$ cat src/hw/rtl/sfd_pkg.sv
// Shared constants and control types for the SBUS frame decoder.
`timescale 1ns / 1ps

package sfd_pkg;

    // Frame layout
    localparam logic [7:0] START_BYTE  = 8'h0F;
    localparam int         BYTE_W      = 8;
    localparam int         POS_W       = 5;
    localparam logic [4:0] END_POS     = 5'd24;
    localparam int         STORE_BYTES = 23;                  // bytes 1..23, start byte not kept
    localparam int         STORE_W     = STORE_BYTES * BYTE_W;

    // Result layout
    localparam int          IDX_W      = 5;
    localparam int          CH_W       = 11;
    localparam int          FS_W       = 2;
    localparam int          LOST_W     = 8;
    localparam int          ERR_W      = 16;
    localparam logic [4:0]  DIG0_IDX   = 5'd16;
    localparam logic [4:0]  DIG1_IDX   = 5'd17;
    localparam logic [10:0] CH_FULL    = 11'h7FF;

    // Controller to datapath commands
    typedef struct packed {
        logic             shift_in;   // store a frame byte
        logic             load_bad;   // rejected frame result
        logic             load_good;  // good frame, first result
        logic             load_next;  // next result of a good frame
        logic [IDX_W-1:0] index;      // channel to present
    } cmd_t;

    // Datapath to controller status
    typedef struct packed {
        logic is_start;
        logic is_zero;
    } status_t;

endpackage

$ cat src/hw/rtl/sfd_rx_if.sv
// Byte request channel: valid/ready with one received byte.
`timescale 1ns / 1ps

interface sfd_rx_if;
    logic       valid;
    logic       ready;
    logic [7:0] rx_byte;

    modport source (output valid, output rx_byte, input ready);
    modport sink   (input valid, input rx_byte, output ready);
endinterface

$ cat src/hw/rtl/sfd_res_if.sv
// Result request channel: valid/ready with one decoded channel.
`timescale 1ns / 1ps

interface sfd_res_if;
    logic        valid;
    logic        ready;
    logic [4:0]  channel_index;
    logic [10:0] channel_value;
    logic [1:0]  failsafe_bits;
    logic [7:0]  lost_count;
    logic [15:0] error_count;
    logic        frame_bad;
    logic        last;

    modport source (output valid, output channel_index, output channel_value,
                    output failsafe_bits, output lost_count, output error_count,
                    output frame_bad, output last, input ready);
    modport sink   (input valid, input channel_index, input channel_value,
                    input failsafe_bits, input lost_count, input error_count,
                    input frame_bad, input last, output ready);
endinterface

$ cat src/hw/rtl/sfd_ctrl.sv
// Frame sequencer: byte position, result sequencing and handshakes.
`timescale 1ns / 1ps

module sfd_ctrl (
    input  logic                   clk,
    input  logic                   rst_n,
    input  logic                   rx_valid,
    output logic                   rx_ready,
    output logic                   res_valid,
    input  logic                   res_ready,
    input  sfd_pkg::status_t       status,
    output sfd_pkg::cmd_t          cmd
);

    localparam logic [0:0] S_RX   = 1'b0;
    localparam logic [0:0] S_EMIT = 1'b1;

    logic [0:0]                  state_reg, state_next;
    logic [sfd_pkg::POS_W-1:0]   pos_reg, pos_next;
    logic [sfd_pkg::IDX_W-1:0]   ch_reg, ch_next;
    logic                        valid_reg, valid_next;
    logic                        rx_acc;
    logic                        res_take;

    // Only the end byte needs the result slot free or being emptied
    assign rx_ready  = (state_reg == S_RX) &&
                       ((pos_reg != sfd_pkg::END_POS) || !valid_reg || res_ready);
    assign rx_acc    = rx_valid && rx_ready;
    assign res_take  = valid_reg && res_ready;
    assign res_valid = valid_reg;

    // Next state and commands
    always_comb
    begin
        state_next = state_reg;
        pos_next   = pos_reg;
        ch_next    = ch_reg;
        valid_next = valid_reg && !res_take;
        cmd        = '0;
        unique case (state_reg)
            S_RX:
            begin
                if (rx_acc)
                begin
                    priority if (pos_reg == '0)
                    begin
                        // hunting for the start byte
                        if (status.is_start)
                            pos_next = pos_reg + 1'b1;
                    end
                    else if (pos_reg == sfd_pkg::END_POS)
                    begin
                        pos_next   = '0;
                        valid_next = 1'b1;
                        if (status.is_zero)
                        begin
                            cmd.load_good = 1'b1;
                            cmd.index     = '0;
                            ch_next       = sfd_pkg::IDX_W'(1);
                            state_next    = S_EMIT;
                        end
                        else
                        begin
                            cmd.load_bad = 1'b1;
                        end
                    end
                    else
                    begin
                        cmd.shift_in = 1'b1;
                        pos_next     = pos_reg + 1'b1;
                    end
                end
            end
            S_EMIT:
            begin
                if (res_take)
                begin
                    cmd.load_next = 1'b1;
                    cmd.index     = ch_reg;
                    valid_next    = 1'b1;
                    ch_next       = ch_reg + 1'b1;
                    if (ch_reg == sfd_pkg::DIG1_IDX)
                        state_next = S_RX;
                end
            end
            default:
            begin
                state_next = S_RX;
            end
        endcase
    end

    // Control registers
    always_ff @(posedge clk or negedge rst_n)
    begin
        if (!rst_n)
        begin
            state_reg <= S_RX;
            pos_reg   <= '0;
            ch_reg    <= '0;
            valid_reg <= 1'b0;
        end
        else
        begin
            state_reg <= state_next;
            pos_reg   <= pos_next;
            ch_reg    <= ch_next;
            valid_reg <= valid_next;
        end
    end

endmodule

$ cat src/hw/rtl/sfd_datapath.sv
// Frame store shift line, channel unpacking, counters and result register.
`timescale 1ns / 1ps

module sfd_datapath (
    input  logic                          clk,
    input  logic                          rst_n,
    input  logic [sfd_pkg::BYTE_W-1:0]    rx_byte,
    input  sfd_pkg::cmd_t                 cmd,
    output sfd_pkg::status_t              status,
    output logic [sfd_pkg::IDX_W-1:0]     channel_index,
    output logic [sfd_pkg::CH_W-1:0]      channel_value,
    output logic [sfd_pkg::FS_W-1:0]      failsafe_bits,
    output logic [sfd_pkg::LOST_W-1:0]    lost_count,
    output logic [sfd_pkg::ERR_W-1:0]     error_count,
    output logic                          frame_bad,
    output logic                          last
);

    logic [sfd_pkg::STORE_W-1:0]   store_reg, store_next;
    logic [sfd_pkg::BYTE_W-1:0]    flags_reg, flags_next;
    logic [sfd_pkg::BYTE_W-1:0]    store_flags;
    logic [sfd_pkg::LOST_W-1:0]    lost_reg, lost_next;
    logic [sfd_pkg::ERR_W-1:0]     err_reg, err_next;
    logic [sfd_pkg::IDX_W-1:0]     idx_reg, idx_next;
    logic [sfd_pkg::CH_W-1:0]      value_reg, value_next;
    logic [sfd_pkg::FS_W-1:0]      fs_reg, fs_next;
    logic                          bad_reg, bad_next;
    logic                          last_reg, last_next;
    logic                          load_ch;

    assign status.is_start = (rx_byte == sfd_pkg::START_BYTE);
    assign status.is_zero  = (rx_byte == '0);

    // Flag byte sits at the top of the line once the frame is in
    assign store_flags = store_reg[sfd_pkg::STORE_W-1 -: sfd_pkg::BYTE_W];
    assign load_ch     = cmd.load_good || cmd.load_next;

    always_comb
    begin
        store_next = store_reg;
        flags_next = flags_reg;
        lost_next  = lost_reg;
        err_next   = err_reg;
        idx_next   = idx_reg;
        value_next = value_reg;
        fs_next    = fs_reg;
        bad_next   = bad_reg;
        last_next  = last_reg;

        // Frame bytes shift in from the top; byte 1 ends at the bottom
        if (cmd.shift_in)
            store_next = {rx_byte, store_reg[sfd_pkg::STORE_W-1:sfd_pkg::BYTE_W]};

        // Rejected frame
        if (cmd.load_bad)
        begin
            err_next   = err_reg + 1'b1;
            idx_next   = '0;
            value_next = '0;
            fs_next    = '0;
            bad_next   = 1'b1;
            last_next  = 1'b1;
        end

        // Good frame: latch flags, count a lost frame
        if (cmd.load_good)
        begin
            flags_next = store_flags;
            fs_next    = store_flags[3:2];
            if (store_flags[2])
                lost_next = lost_reg + 1'b1;
        end

        // Present one channel; analog ones come off the bottom of the line
        if (load_ch)
        begin
            idx_next  = cmd.index;
            bad_next  = 1'b0;
            last_next = (cmd.index == sfd_pkg::DIG1_IDX);
            priority if (cmd.index == sfd_pkg::DIG0_IDX)
            begin
                value_next = flags_reg[0] ? sfd_pkg::CH_FULL : '0;
            end
            else if (cmd.index == sfd_pkg::DIG1_IDX)
            begin
                value_next = flags_reg[1] ? sfd_pkg::CH_FULL : '0;
            end
            else
            begin
                value_next = store_reg[sfd_pkg::CH_W-1:0];
                store_next = {{sfd_pkg::CH_W{1'b0}},
                              store_reg[sfd_pkg::STORE_W-1:sfd_pkg::CH_W]};
            end
        end
    end

    // Counters
    always_ff @(posedge clk or negedge rst_n)
    begin
        if (!rst_n)
        begin
            lost_reg <= '0;
            err_reg  <= '0;
        end
        else
        begin
            lost_reg <= lost_next;
            err_reg  <= err_next;
        end
    end

    // Payload registers
    always_ff @(posedge clk)
    begin
        store_reg <= store_next;
        flags_reg <= flags_next;
        idx_reg   <= idx_next;
        value_reg <= value_next;
        fs_reg    <= fs_next;
        bad_reg   <= bad_next;
        last_reg  <= last_next;
    end

    assign channel_index = idx_reg;
    assign channel_value = value_reg;
    assign failsafe_bits = fs_reg;
    assign lost_count    = lost_reg;
    assign error_count   = err_reg;
    assign frame_bad     = bad_reg;
    assign last          = last_reg;

endmodule

$ cat src/hw/rtl/sbus_frame_decoder_unit.sv
// SBUS frame decoder top level: byte channel in, channel results out.
//
// rx carries received serial bytes, one per request. Bytes are dropped
// until the start byte 0x0F; the next 23 bytes are stored and the 25th is
// the end byte. A zero end byte yields 18 requests on chan: analog channels
// 0..15, then digital channels 16 and 17 (0 or 2047), the last one marked
// with last. A nonzero end byte yields one request with frame_bad and last.
// The first result is valid the cycle after the end byte is taken.
// Throughput: one byte per cycle while a frame is received; after a good
// end byte the 18 results leave one per cycle while chan is ready, and rx
// stays not ready until the last result is loaded. The limit is the
// single result register that the channel sequencer refills once per
// taken result.
// When chan stalls, the pending result holds and rx stays ready only until
// an end byte needs the result register. Reset clears the byte position,
// both counters and the result valid; the frame store is not cleared.
`timescale 1ns / 1ps

module sbus_frame_decoder_unit (
    input  logic          clk,
    input  logic          rst_n,
    sfd_rx_if.sink        rx,
    sfd_res_if.source     chan
);

    sfd_pkg::cmd_t    cmd;
    sfd_pkg::status_t status;

    sfd_ctrl u_ctrl (
        .clk       (clk),
        .rst_n     (rst_n),
        .rx_valid  (rx.valid),
        .rx_ready  (rx.ready),
        .res_valid (chan.valid),
        .res_ready (chan.ready),
        .status    (status),
        .cmd       (cmd)
    );

    sfd_datapath u_datapath (
        .clk           (clk),
        .rst_n         (rst_n),
        .rx_byte       (rx.rx_byte),
        .cmd           (cmd),
        .status        (status),
        .channel_index (chan.channel_index),
        .channel_value (chan.channel_value),
        .failsafe_bits (chan.failsafe_bits),
        .lost_count    (chan.lost_count),
        .error_count   (chan.error_count),
        .frame_bad     (chan.frame_bad),
        .last          (chan.last)
    );

endmodule

$ cat src/flat_wrapper.sv
// flat-port wrapper written by rule: the top's interface ports become plain ports
module sbus_frame_decoder_unit_flat 
  (clk, rst_n, rx_valid, rx_rx_byte, rx_ready, chan_valid, chan_channel_index, chan_channel_value, chan_failsafe_bits, chan_lost_count, chan_error_count, chan_frame_bad, chan_last, chan_ready);
  sfd_rx_if rx_i ();
  sfd_res_if chan_i ();
  input  logic clk;
  input  logic rst_n;
  input wire logic [$bits(rx_i.valid)-1:0] rx_valid;
  input wire logic [$bits(rx_i.rx_byte)-1:0] rx_rx_byte;
  output wire logic [$bits(rx_i.ready)-1:0] rx_ready;
  output wire logic [$bits(chan_i.valid)-1:0] chan_valid;
  output wire logic [$bits(chan_i.channel_index)-1:0] chan_channel_index;
  output wire logic [$bits(chan_i.channel_value)-1:0] chan_channel_value;
  output wire logic [$bits(chan_i.failsafe_bits)-1:0] chan_failsafe_bits;
  output wire logic [$bits(chan_i.lost_count)-1:0] chan_lost_count;
  output wire logic [$bits(chan_i.error_count)-1:0] chan_error_count;
  output wire logic [$bits(chan_i.frame_bad)-1:0] chan_frame_bad;
  output wire logic [$bits(chan_i.last)-1:0] chan_last;
  input wire logic [$bits(chan_i.ready)-1:0] chan_ready;
  assign rx_i.valid = rx_valid;
  assign rx_i.rx_byte = rx_rx_byte;
  assign rx_ready = rx_i.ready;
  assign chan_valid = chan_i.valid;
  assign chan_channel_index = chan_i.channel_index;
  assign chan_channel_value = chan_i.channel_value;
  assign chan_failsafe_bits = chan_i.failsafe_bits;
  assign chan_lost_count = chan_i.lost_count;
  assign chan_error_count = chan_i.error_count;
  assign chan_frame_bad = chan_i.frame_bad;
  assign chan_last = chan_i.last;
  assign chan_i.ready = chan_ready;
  sbus_frame_decoder_unit u_core (.clk(clk), .rst_n(rst_n), .rx(rx_i), .chan(chan_i));
endmodule
$ cat config.mk
export PLATFORM = sky130hd
export DESIGN_NAME = sbus_frame_decoder_unit_flat
export DESIGN_NICKNAME = d
export VERILOG_FILES = /design/src/hw/rtl/sfd_pkg.sv /design/src/hw/rtl/sfd_rx_if.sv /design/src/hw/rtl/sfd_res_if.sv /design/src/hw/rtl/sfd_ctrl.sv /design/src/hw/rtl/sfd_datapath.sv /design/src/hw/rtl/sbus_frame_decoder_unit.sv /design/src/flat_wrapper.sv
export SDC_FILE = /design/constraint.sdc
export NUM_CORES = 1
export LEC_CHECK = 0
export ABC_AREA = 0
export ABC_CLOCK_PERIOD_IN_PS = 2700
export BUFFER_PORTS_ARGS = -buffer_cell sky130_fd_sc_hd__buf_2
export CAP_MARGIN = 10
export CORE_MARGIN = 4
export CORE_UTILIZATION = 48
export CTS_CLUSTER_DIAMETER = 60
export CTS_CLUSTER_SIZE = 8
export DETAILED_ROUTE_END_ITERATION = 10
export GPL_TIMING_DRIVEN = 0
export HOLD_SLACK_MARGIN = 0.03
export PLACE_DENSITY = 0.65
export SYNTH_ARGS = -nofsm -noshare
export SYNTH_HDL_FRONTEND = slang
export SYNTH_SLANG_ARGS = --single-unit
export TNS_END_PERCENT = 10
$ cat constraint.sdc
create_clock -name clk -period 2.7 [get_ports clk]
set_clock_uncertainty 0.2 [all_clocks]
set_input_delay 0.405 -clock clk [delete_from_list [all_inputs] [get_ports clk]]
set_output_delay 0.405 -clock clk [all_outputs]
set_load 0.03 [all_outputs]
==> impl_metrics.csv, run 1 <==
group,metric,value,unit
status,status,"finished clean",
synth,netlist_area,10400,um2
worst_setup_path,r2r_start,"u_core.u_ctrl.state_reg",
timing,setup_viol,0,
clock_tree,cts_tree,"done",
final_layout,num_antenna_cells,0,
synth,synth_fp_nets,1041,
synth,synth_ff_type,"dfxtp_1",
global_routing,grt_overflow,0,
final_layout,finalInstanceArea,12200,um2
floorplanning,dieArea,24000,um2
route,wl_per_cell,15.8,um
global_routing,grt_first_pass_wirelength,38500,um
clock_tree,numCtsBuffers,36,
route,post-route-drc-count,0,
worst_setup_path,endpoint,"u_core.u_datapath.channel_value[6]",
timing,finalCritPeriodShare,93.6,%
clock_tree,clk_pin_slew,0.05,ns
worst_setup_path,required,2.85,ns
power,power_density,1090,nW/um2
power,ir_drop,678,uV
clock_tree,clock-sinks,242,
timing,rsz0062_at_grt,"false",
floorplanning,start_util,49.0,%
clock_tree,h-tree-depth,2,
worst_setup_path,startpoint,"rx_rx_byte[1]",
global_routing,grt_pass1_vias,7716,
synth,postSynthAreaPerCell,10.1,um2
floorplanning,io_pins,58,
worst_setup_path,crit_path_max_fanout,10,
synth,ys_ff_latch,242,
worst_setup_path,arrival,2.68,ns
worst_setup_path,endpoint_kind,"flop",
clock_tree,root_buffer,"clkbuf_16",
final_layout,syn_to_final_growth,17.3,%
floorplanning,design.core.area,21200,um2
job,drv_cap,0,
route,drt_iter0_markers,407,
global_routing,antenna_found_initial,0,
timing,finalMaxSlewViolations,0,
synth,async_reset_ff_share,14.9,%
timing,max_freq,396,MHz
synth,ys_warn_count,0,
final_layout,drive_gt1_share,14.7,%
place,place.gp.congestion,0.784,
power,power_leakage,0.00534,uW
clock_tree,cts_max_path_buffers,3,
route,vias,7769,
place,place_area,11000,um2
route,final_antenna_net_count,0,
timing,worst_slew_pin_slew,0.823,ns
global_routing,grt_max_degree,37,
worst_setup_path,start_kind,"primary input",
min_path,worstHoldPathType,"in -> reg",
global_routing,grt_busiest_layer,"met2",
place,place_hpwl,15300,um
global_routing,gr-usage-met2,30.0,%
route,viasPerCell,5.48,
synth,synthDistinctLibCells,41,
route,wl,22400,um
floorplanning,placementRows,53,
global_routing,track_usage,18.9,%
timing,finalHoldViolCount,0,
synth,synthCells,1023,
timing,fin_tns_setup,0,ns
place,portBuffers,57,
synth,synth_edf_count,21,
final_layout,fin_nets,1146,
worst_setup_path,r2r_setup_slack,0.29,ns
global_routing,grtUsageMet1,26.2,%
floorplanning,die_y,155,um
worst_setup_path,timing.rr.end,"u_core.u_datapath.last",
worst_setup_path,reg2reg_depth,5,
worst_setup_path,worstSetupPathType,"in -> reg",
global_routing,met3_usage,3.28,%
final_layout,largest_reg_flops,184,
clock_tree,clock_latency,0.50,ns
synth,seq_area_frac_synth,50.5,%
timing,slew-limit-headroom,45.1,%
route,first_pass_iters,5,
floorplanning,die-width,155,um
timing,period_minus_slack,2.53,ns
-- timing repair --
action                     in CTS  in global routing
buffers inserted                0                  1
hold buffers                    9                  0
resized for setup               0                 13
hold endpoints to repair       44                  0
setup endpoints to repair       0                113
-- cells by family (layout without fill, tap and decap cells) --
family	after synthesis	in the layout	synth area share (%)
AND/OR/NAND/NOR	274	274	13.7
multiplexers	190	190	18.4
XOR/XNOR	27	27	2.28
adder cells (fa/ha/maj)	6	6	0.724
AO/OA/AOI/OAI	194	194	9.72
buffers and inverters	90	209	4.74
flip-flops	242	242	50.5
-- synthesized netlist by cell type, types with 3 or more instances --
library cell	n	area, um2
mux2i_1	187	1870
nor2_2	3	18.8
edfxtp_1	21	631
nand3_1	185	926
dfxtp_1	185	3700
mux2_2	3	33.8
and2_1	6	37.5
dfrtp_1	36	901
o21ai_0	78	390
ha_1	6	75.1
clkbuf_1	32	120
buf_4	4	30.0
buf_6	13	146
nand2b_1	3	18.8
o21ai_1	101	505
inv_1	7	26.3
and4_1	3	26.3
buf_2	29	145
a21o_1	11	82.6
clkbuf_2	4	20.0
xor2_1	9	78.8
nor3_1	4	20.0
xnor2_1	18	158
nand2_1	19	71.3
nand4_1	10	62.6
nor2_1	26	97.6
and3_1	6	37.5
-- critical path: stages --
cell	delay, ns
dlygate4sd3_1	0.53
buf_2	0.14
nor4_2	0.30
nand2_2	0.19
o21ai_4	0.26
and2_1	0.15
buf_2	0.18
buf_6	0.17
buf_4	0.19
a21o_1	0.15
-- cells in the final DEF (no fill, tap or decap), types with 11 or more instances in the layout --
cell type / n
nand2_1: 19
clkbuf_16: 38
edfxtp_1: 21
nor2_1: 26
dfxtp_1: 185
o21ai_0: 78
o21ai_1: 101
a21o_1: 11
mux2i_1: 187
dfrtp_1: 36
xnor2_1: 18
clkbuf_1: 37
nand3_1: 185
buf_2: 86
buf_6: 13
-- cell type report --
type	count	area [um2]
fill	1867	8990
sequential	242	5240
multi-input combinational	691	4650
clock buffer	50	1010
buffer	82	469
timing repair buffer	67	383
tap	275	344
clock inverter	2	46.3
inverter	8	30.0
-- layer usage --
layer	wire [um]	share of wire [%]	up-vias
met3	844	3.8	47
met1	10500	47	3702
li1	-	-	3890
met4	483	2.2	0
met2	10500	47	130
met5	0	0	-
-- stage by stage --
stage,total power [uW],hold slack (ns),worst slack (ns),cells,utilization [%]
after floorplan,8250,-0.0906,0.515,1023,-
after global placement,8990,0.251,-0.0185,1355,52.0
after detailed placement,9100,0.253,-0.0608,1355,52.0
after CTS,13300,0.0439,0.0180,1416,57.4
after global routing,14000,0.0838,0.0255,1417,57.5
final,13200,0.0664,0.174,1417,57.5
-- worst min path at each step --
stage / end / startpoint / slack, ns / cells past startpoint
global placement: u_core.u_datapath.error_count[15] / u_core.u_datapath.error_count[15] / 0.25 / 1
CTS: u_core.u_ctrl.res_valid / chan_ready / 0.04 / 4
global route: u_core.u_ctrl.res_valid / chan_ready / 0.08 / 4
detailed placement: u_core.u_datapath.error_count[15] / u_core.u_datapath.error_count[15] / 0.25 / 1
finish: u_core.u_ctrl.res_valid / chan_ready / 0.07 / 4
floorplan: u_core.u_ctrl.ch_reg[0] / rst_n / -0.09 / 0
-- power breakdown --
part | internal, uW | total [uW] | switching [uW]
Clock | 2650 | 4160 | 1510
Combinational | 1390 | 2630 | 1240
Sequential | 5150 | 6420 | 1270
Power figures use the tool's default switching activity.
==> run 2: changes to the inputs <==
Settings changed: MAX_ROUTING_LAYER set to met4.
==> impl_metrics.csv, run 2 (synthesis gave the netlist of run 1 again) <==
group,metric,value,unit
timing,finalCritPeriodShare,93.8,%
floorplanning,die_y,155,um
worst_setup_path,crit_path_max_fanout,10,
place,place_area,11000,um2
clock_tree,cts_tree,"done",
global_routing,grt_max_degree,37,
route,drt_iter0_markers,425,
power,power_density,1080,nW/um2
final_layout,syn_to_final_growth,17.3,%
route,first_pass_iters,5,
place,place.gp.congestion,0.794,
final_layout,final_common_cell,"mux2i_1",
clock_tree,clock-sinks,242,
worst_setup_path,endpoint_kind,"flop",
floorplanning,dieArea,24000,um2
timing,max_freq,395,MHz
worst_setup_path,arrival,2.68,ns
final_layout,finalInstanceArea,12200,um2
route,viasPerCell,5.48,
route,post-route-drc-count,0,
place,portBuffers,57,
floorplanning,io_pins,58,
route,wl_per_cell,15.8,um
timing,hold_ws,0.0673,ns
floorplanning,die-width,155,um
final_layout,largest_reg_flops,184,
global_routing,grt_first_pass_wirelength,38600,um
global_routing,antenna_found_initial,0,
final_layout,seq_area,5240,um2
timing,rsz0062_at_grt,"false",
route,final_antenna_net_count,0,
timing,finalMaxSlewViolations,0,
route,wl,22400,um
worst_setup_path,start_kind,"primary input",
clock_tree,cts_max_path_buffers,3,
floorplanning,design.core.area,21200,um2
timing,worst_slew_pin_slew,0.825,ns
global_routing,grt_pass1_vias,7720,
clock_tree,clock_latency,0.50,ns
timing,setup_viol,0,
timing,period_minus_slack,2.53,ns
final_layout,num_antenna_cells,0,
clock_tree,root_buffer,"clkbuf_16",
final_layout,num-fill-cells,1867,
timing,finalHoldViolCount,0,
power,power_leakage,0.00534,uW
status,status,"finished clean",
worst_setup_path,worstSetupPathType,"in -> reg",
final_layout,drive_gt1_share,14.7,%
final_layout,fin_nets,1146,
final_layout,final_core_util,57.5,%
final_layout,final_cell_mix,"187 x mux2i_1, 185 x nand3_1, 185 x dfxtp_1",
job,drv_cap,0,
global_routing,track_usage,19.4,%
floorplanning,placementRows,53,
clock_tree,clk_pin_slew,0.05,ns
final_layout,multiInputGateArea,4650,um2
clock_tree,numCtsBuffers,36,
global_routing,grt_overflow,0,
clock_tree,h-tree-depth,2,
route,vias,7765,
floorplanning,start_util,49.0,%
min_path,worstHoldPathType,"in -> reg",
timing,slew-limit-headroom,45.0,%
timing,fin_tns_setup,0,ns
power,ir_drop,680,uV
place,place_hpwl,15300,um
worst_setup_path,required,2.85,ns
## run 2: path summary, 6_finish.rpt
path | start | endpoint | slack, ns | cells after the start
worst max register to register | u_core.u_ctrl.state_reg | u_core.u_datapath.last | 0.29 | 5
worst min-delay path | chan_ready | u_core.u_ctrl.res_valid | 0.07 | 4
max in group asynchronous | rst_n | u_core.u_ctrl.pos_reg[1] | 1.44 | 2
min in group asynchronous | rst_n | u_core.u_datapath.lost_count[7] | 0.33 | 2
worst min register to register | u_core.u_datapath.error_count[15] | u_core.u_datapath.error_count[15] | 0.26 | 1
worst max-delay path | rx_rx_byte[1] | u_core.u_datapath.channel_value[6] | 0.17 | 10
## run 2: worst max-delay path, cell delays in order
cell           delay [ns]
dlygate4sd3_1        0.53
buf_2                0.14
nor4_2               0.30
nand2_2              0.19
o21ai_4              0.27
and2_1               0.15
buf_2                0.18
buf_6                0.17
buf_4                0.19
a21o_1               0.15
## run 2: final cells by class
cell class                      count  area share [%]
Tap cell                          275            2.83
Timing Repair Buffer               67            3.15
Clock inverter                      2           0.381
Inverter                            8           0.247
Multi-Input combinational cell    691            38.2
Clock buffer                       50            8.27
Buffer                             82            3.86
Sequential cell                   242            43.0
## run 2: report_power, final
group / switching (uW) / internal (uW)
Combinational: 1240 / 1390
Clock: 1500 / 2650
Sequential: 1260 / 5150
## run 2: what timing repair did
| item | in CTS | in global routing |
|---|---|---|
| buffers inserted | 0 | 1 |
| gates resized for setup | 0 | 13 |
| hold endpoints to repair | 44 | 0 |
| setup endpoints to repair | 0 | 113 |
| hold buffers | 9 | 0 |
## run 2: layer usage
metal,vias to the layer above,track usage (%),share of wire (%)
met5,-,-,0
met2,129,30.1,47
li1,3887,-,-
met1,3700,26.4,47
met3,49,3.09,3.5
met4,0,6.10,2.1
## run 2: metrics by stage
step | power (uW) | worst slack, ns | instances
after CTS | 13300 | 0.0180 | 1416
final | 13200 | 0.168 | 1417
after floorplan | 8250 | 0.515 | 1023
after global placement | 8990 | -0.0185 | 1355
after detailed placement | 9100 | -0.0608 | 1355
after global routing | 14000 | 0.0255 | 1417
==> run 3: changes to the inputs <==
Settings changed: ABC_AREA 0 to 1, ABC_CLOCK_PERIOD_IN_PS 2700 to 2800, PLACE_DENSITY 0.65 to not set, TNS_END_PERCENT 10 to not set.
Clock period 2.7 ns to 2.8 ns, I/O delays scaled along.
==> impl_metrics.csv, run 3 <==
group,metric,value,unit
status,status,"finished clean",
final_layout,finalInstanceArea,13800,um2
timing,rsz0062_at_grt,"false",
worst_setup_path,arrival,2.67,ns
clock_tree,clock-sinks,242,
route,final_antenna_net_count,0,
synth,seq_area_frac_synth,43.5,%
timing,hold_ws,0.104,ns
synth,async_reset_ff_share,14.9,%
timing,period_minus_slack,2.50,ns
route,post-route-drc-count,0,
power,ir_drop,522,uV
final_layout,drive_gt1_share,11.2,%
clock_tree,cts_tree,"done",
route,viasPerCell,5.13,
clock_tree,clk_pin_slew,0.05,ns
synth,netlist_area,12000,um2
synth,synth_ff_type,"dfxtp_1",
worst_setup_path,crit_buf_inv,3,
synth,synth_edf_count,21,
power,power_leakage,0.00629,uW
synth,synthDistinctLibCells,30,
synth,synth_area_leaders,"dfxtp_1 31%, nand2_1 20%, nand4_1 9.4%, o21ai_0 8.2%, dfrtp_1 7.5%",
floorplanning,design.core.area,24500,um2
synth,synth_most_common_cell,"nand2_1",
place,place.gp.congestion,0.847,
clock_tree,clock_latency,0.49,ns
floorplanning,dieArea,27700,um2
global_routing,grt_first_pass_wirelength,52900,um
place,place_area,12700,um2
route,vias,11152,
worst_setup_path,critical-path-top-delay-family,"simple AND/OR/NAND/NOR gates",
final_layout,final_common_cell,"nand2_1",
floorplanning,io_pins,58,
floorplanning,die-width,166,um
timing,max_freq,400,MHz
worst_setup_path,crit_path_max_fanout,18,
synth,yosys.area.top_type,"dfxtp_1",
route,top_layer,"met4",
route,m1WireLength,14600,um
job,drv_cap,0,
worst_setup_path,cp_common_cell,"nand2_1",
timing,setup_ws,0.303,ns
worst_setup_path,endpoint_kind,"flop",
global_routing,grt_pass1_vias,10692,
min_path,worstHoldPathType,"in -> reg",
synth,synth_common_cells,"642 x nand2_1, 209 x inv_1, 198 x o21ai_0, 185 x dfxtp_1, 180 x nand4_1",
clock_tree,cts_max_path_buffers,3,
timing,finalMaxSlewViolations,0,
clock_tree,numCtsBuffers,36,
timing,worst_slew_pin_slew,0.846,ns
synth,postSynthAreaPerCell,6.92,um2
timing,finalCritPeriodShare,89.2,%
route,first_pass_iters,5,
worst_setup_path,slowest_stage,"dfrtp_1",
route,wl_per_cell,14.2,um
final_layout,syn_to_final_growth,14.3,%
final_layout,final_cell_mix,"641 x nand2_1, 209 x inv_1, 198 x o21ai_0",
synth,synthCells,1739,
global_routing,antenna_found_initial,0,
power,power_density,901,nW/um2
final_layout,num-fill-cells,2421,
worst_setup_path,cp_cell_sequence,"inv_1 -> ha_1 -> nand2_1 -> nor2_4 -> nand4_4 -> nand2_4 -> o211ai_2 -> buf_2 -> buf_2 -> nand2_1 -> nand2_1",
final_layout,largest_reg_flops,184,
place,pre_cts_slack,-0.147,ns
place,place_hpwl,21300,um
timing,slew-limit-headroom,43.6,%
synth,ys_ff_latch,242,
global_routing,grt_overflow,0,
clock_tree,root_buffer,"clkbuf_16",
worst_setup_path,required,2.98,ns
worst_setup_path,worstSetupPathType,"reg -> reg",
timing,setup_viol,0,
timing,finalHoldViolCount,0,
route,drt_iter0_markers,723,
global_routing,grt_max_degree,37,
final_layout,num_antenna_cells,0,
synth,synth_top_area_share,30.8,%
clock_tree,h-tree-depth,2,
place,portBuffers,57,
floorplanning,die_y,166,um
route,wl_met2,14400,um
floorplanning,start_util,49.2,%
synth,synth_fp_nets,1757,
final_layout,fin_nets,1855,
route,wl_met3,1220,um
worst_setup_path,max_stage_delay,0.39,ns
worst_setup_path,start_kind,"flop",
synth,ys_warn_count,0,
floorplanning,placementRows,57,
global_routing,track_usage,22.5,%
route,wl,30800,um
## run 3: final timing paths
kind | slack [ns] | cells after the start | start | endpoint
max in group asynchronous | 1.46 | 2 | rst_n | u_core.u_ctrl.ch_reg[4]
min in group asynchronous | 0.40 | 2 | rst_n | u_core.u_datapath.error_count[9]
hold reg to reg | 0.28 | 2 | u_core.u_datapath.store_reg[62] | u_core.u_datapath.store_reg[51]
hold / removal | 0.10 | 3 | rx_valid | u_core.u_ctrl.res_valid
setup / recovery | 0.30 | 11 | u_core.u_ctrl.pos_reg[0] | u_core.u_datapath.store_reg[167]
setup reg to reg | 0.30 | 11 | u_core.u_ctrl.pos_reg[0] | u_core.u_datapath.store_reg[167]
## run 3: cells by family (layout without fill, tap and decap cells)
family	count (synthesis)	after routing	synth area share, %
simple gates	910	910	33.1
xor+xnor	25	25	1.82
fa+ha+maj	6	6	0.624
compound gates	219	219	9.28
buf+inv	337	447	11.7
flops	242	242	43.5
## run 3: timing repair
| item | 4_1_cts | 5_1_grt |
|---|---|---|
| resized for setup | 1 | 1 |
| setup endpoints to repair | 163 | 160 |
| pin swaps | 0 | 1 |
| hold buffers | 1 | 0 |
| endpoints found under the hold margin | 36 | 0 |
| buffers inserted | 0 | 2 |
## run 3: stage by stage
stage,power (uW),cells,utilization (%),TNS [ns]
after CTS,12500,2171,56.2,0
after detailed placement,8520,2120,52.0,-19.40
after floorplan,7610,1739,-,0
after global placement,8460,2120,52.0,-14.74
final,12400,2173,56.2,0
after global routing,13400,2173,56.2,0
## run 3: cell type report
type / instances / area (um2) / area share [%]
Multi-Input combinational cell: 1160 / 5400 / 39.2
Sequential cell: 242 / 5240 / 38.1
Clock buffer: 50 / 996 / 7.24
Inverter: 213 / 800 / 5.81
Buffer: 124 / 613 / 4.46
Tap cell: 324 / 405 / 2.95
Timing Repair Buffer: 60 / 310 / 2.26
## run 3: worst reg2reg max path, cell delays in order, from the launching register on
cell and delay (ns):
dfrtp_1 0.39, inv_1 0.10, ha_1 0.20, nand2_1 0.10, nor2_4 0.15, nand4_4 0.16
nand2_4 0.26, o211ai_2 0.19, buf_2 0.27, buf_2 0.22, nand2_1 0.08, nand2_1 0.06
## run 3: routing by layer
metal  up-vias  GRT usage (%)
met1      5155           29.7
met4         0           5.62
met5         -              -
li1       5771              -
met2       180           36.6
met3        46           3.48
## run 3: report_power, final
part           internal (uW)  total, uW  switching [uW]
combinational           1200       2990            1790
clock                   2430       3890            1460
sequential              4570       5520             949
total                   8200      12400            4200
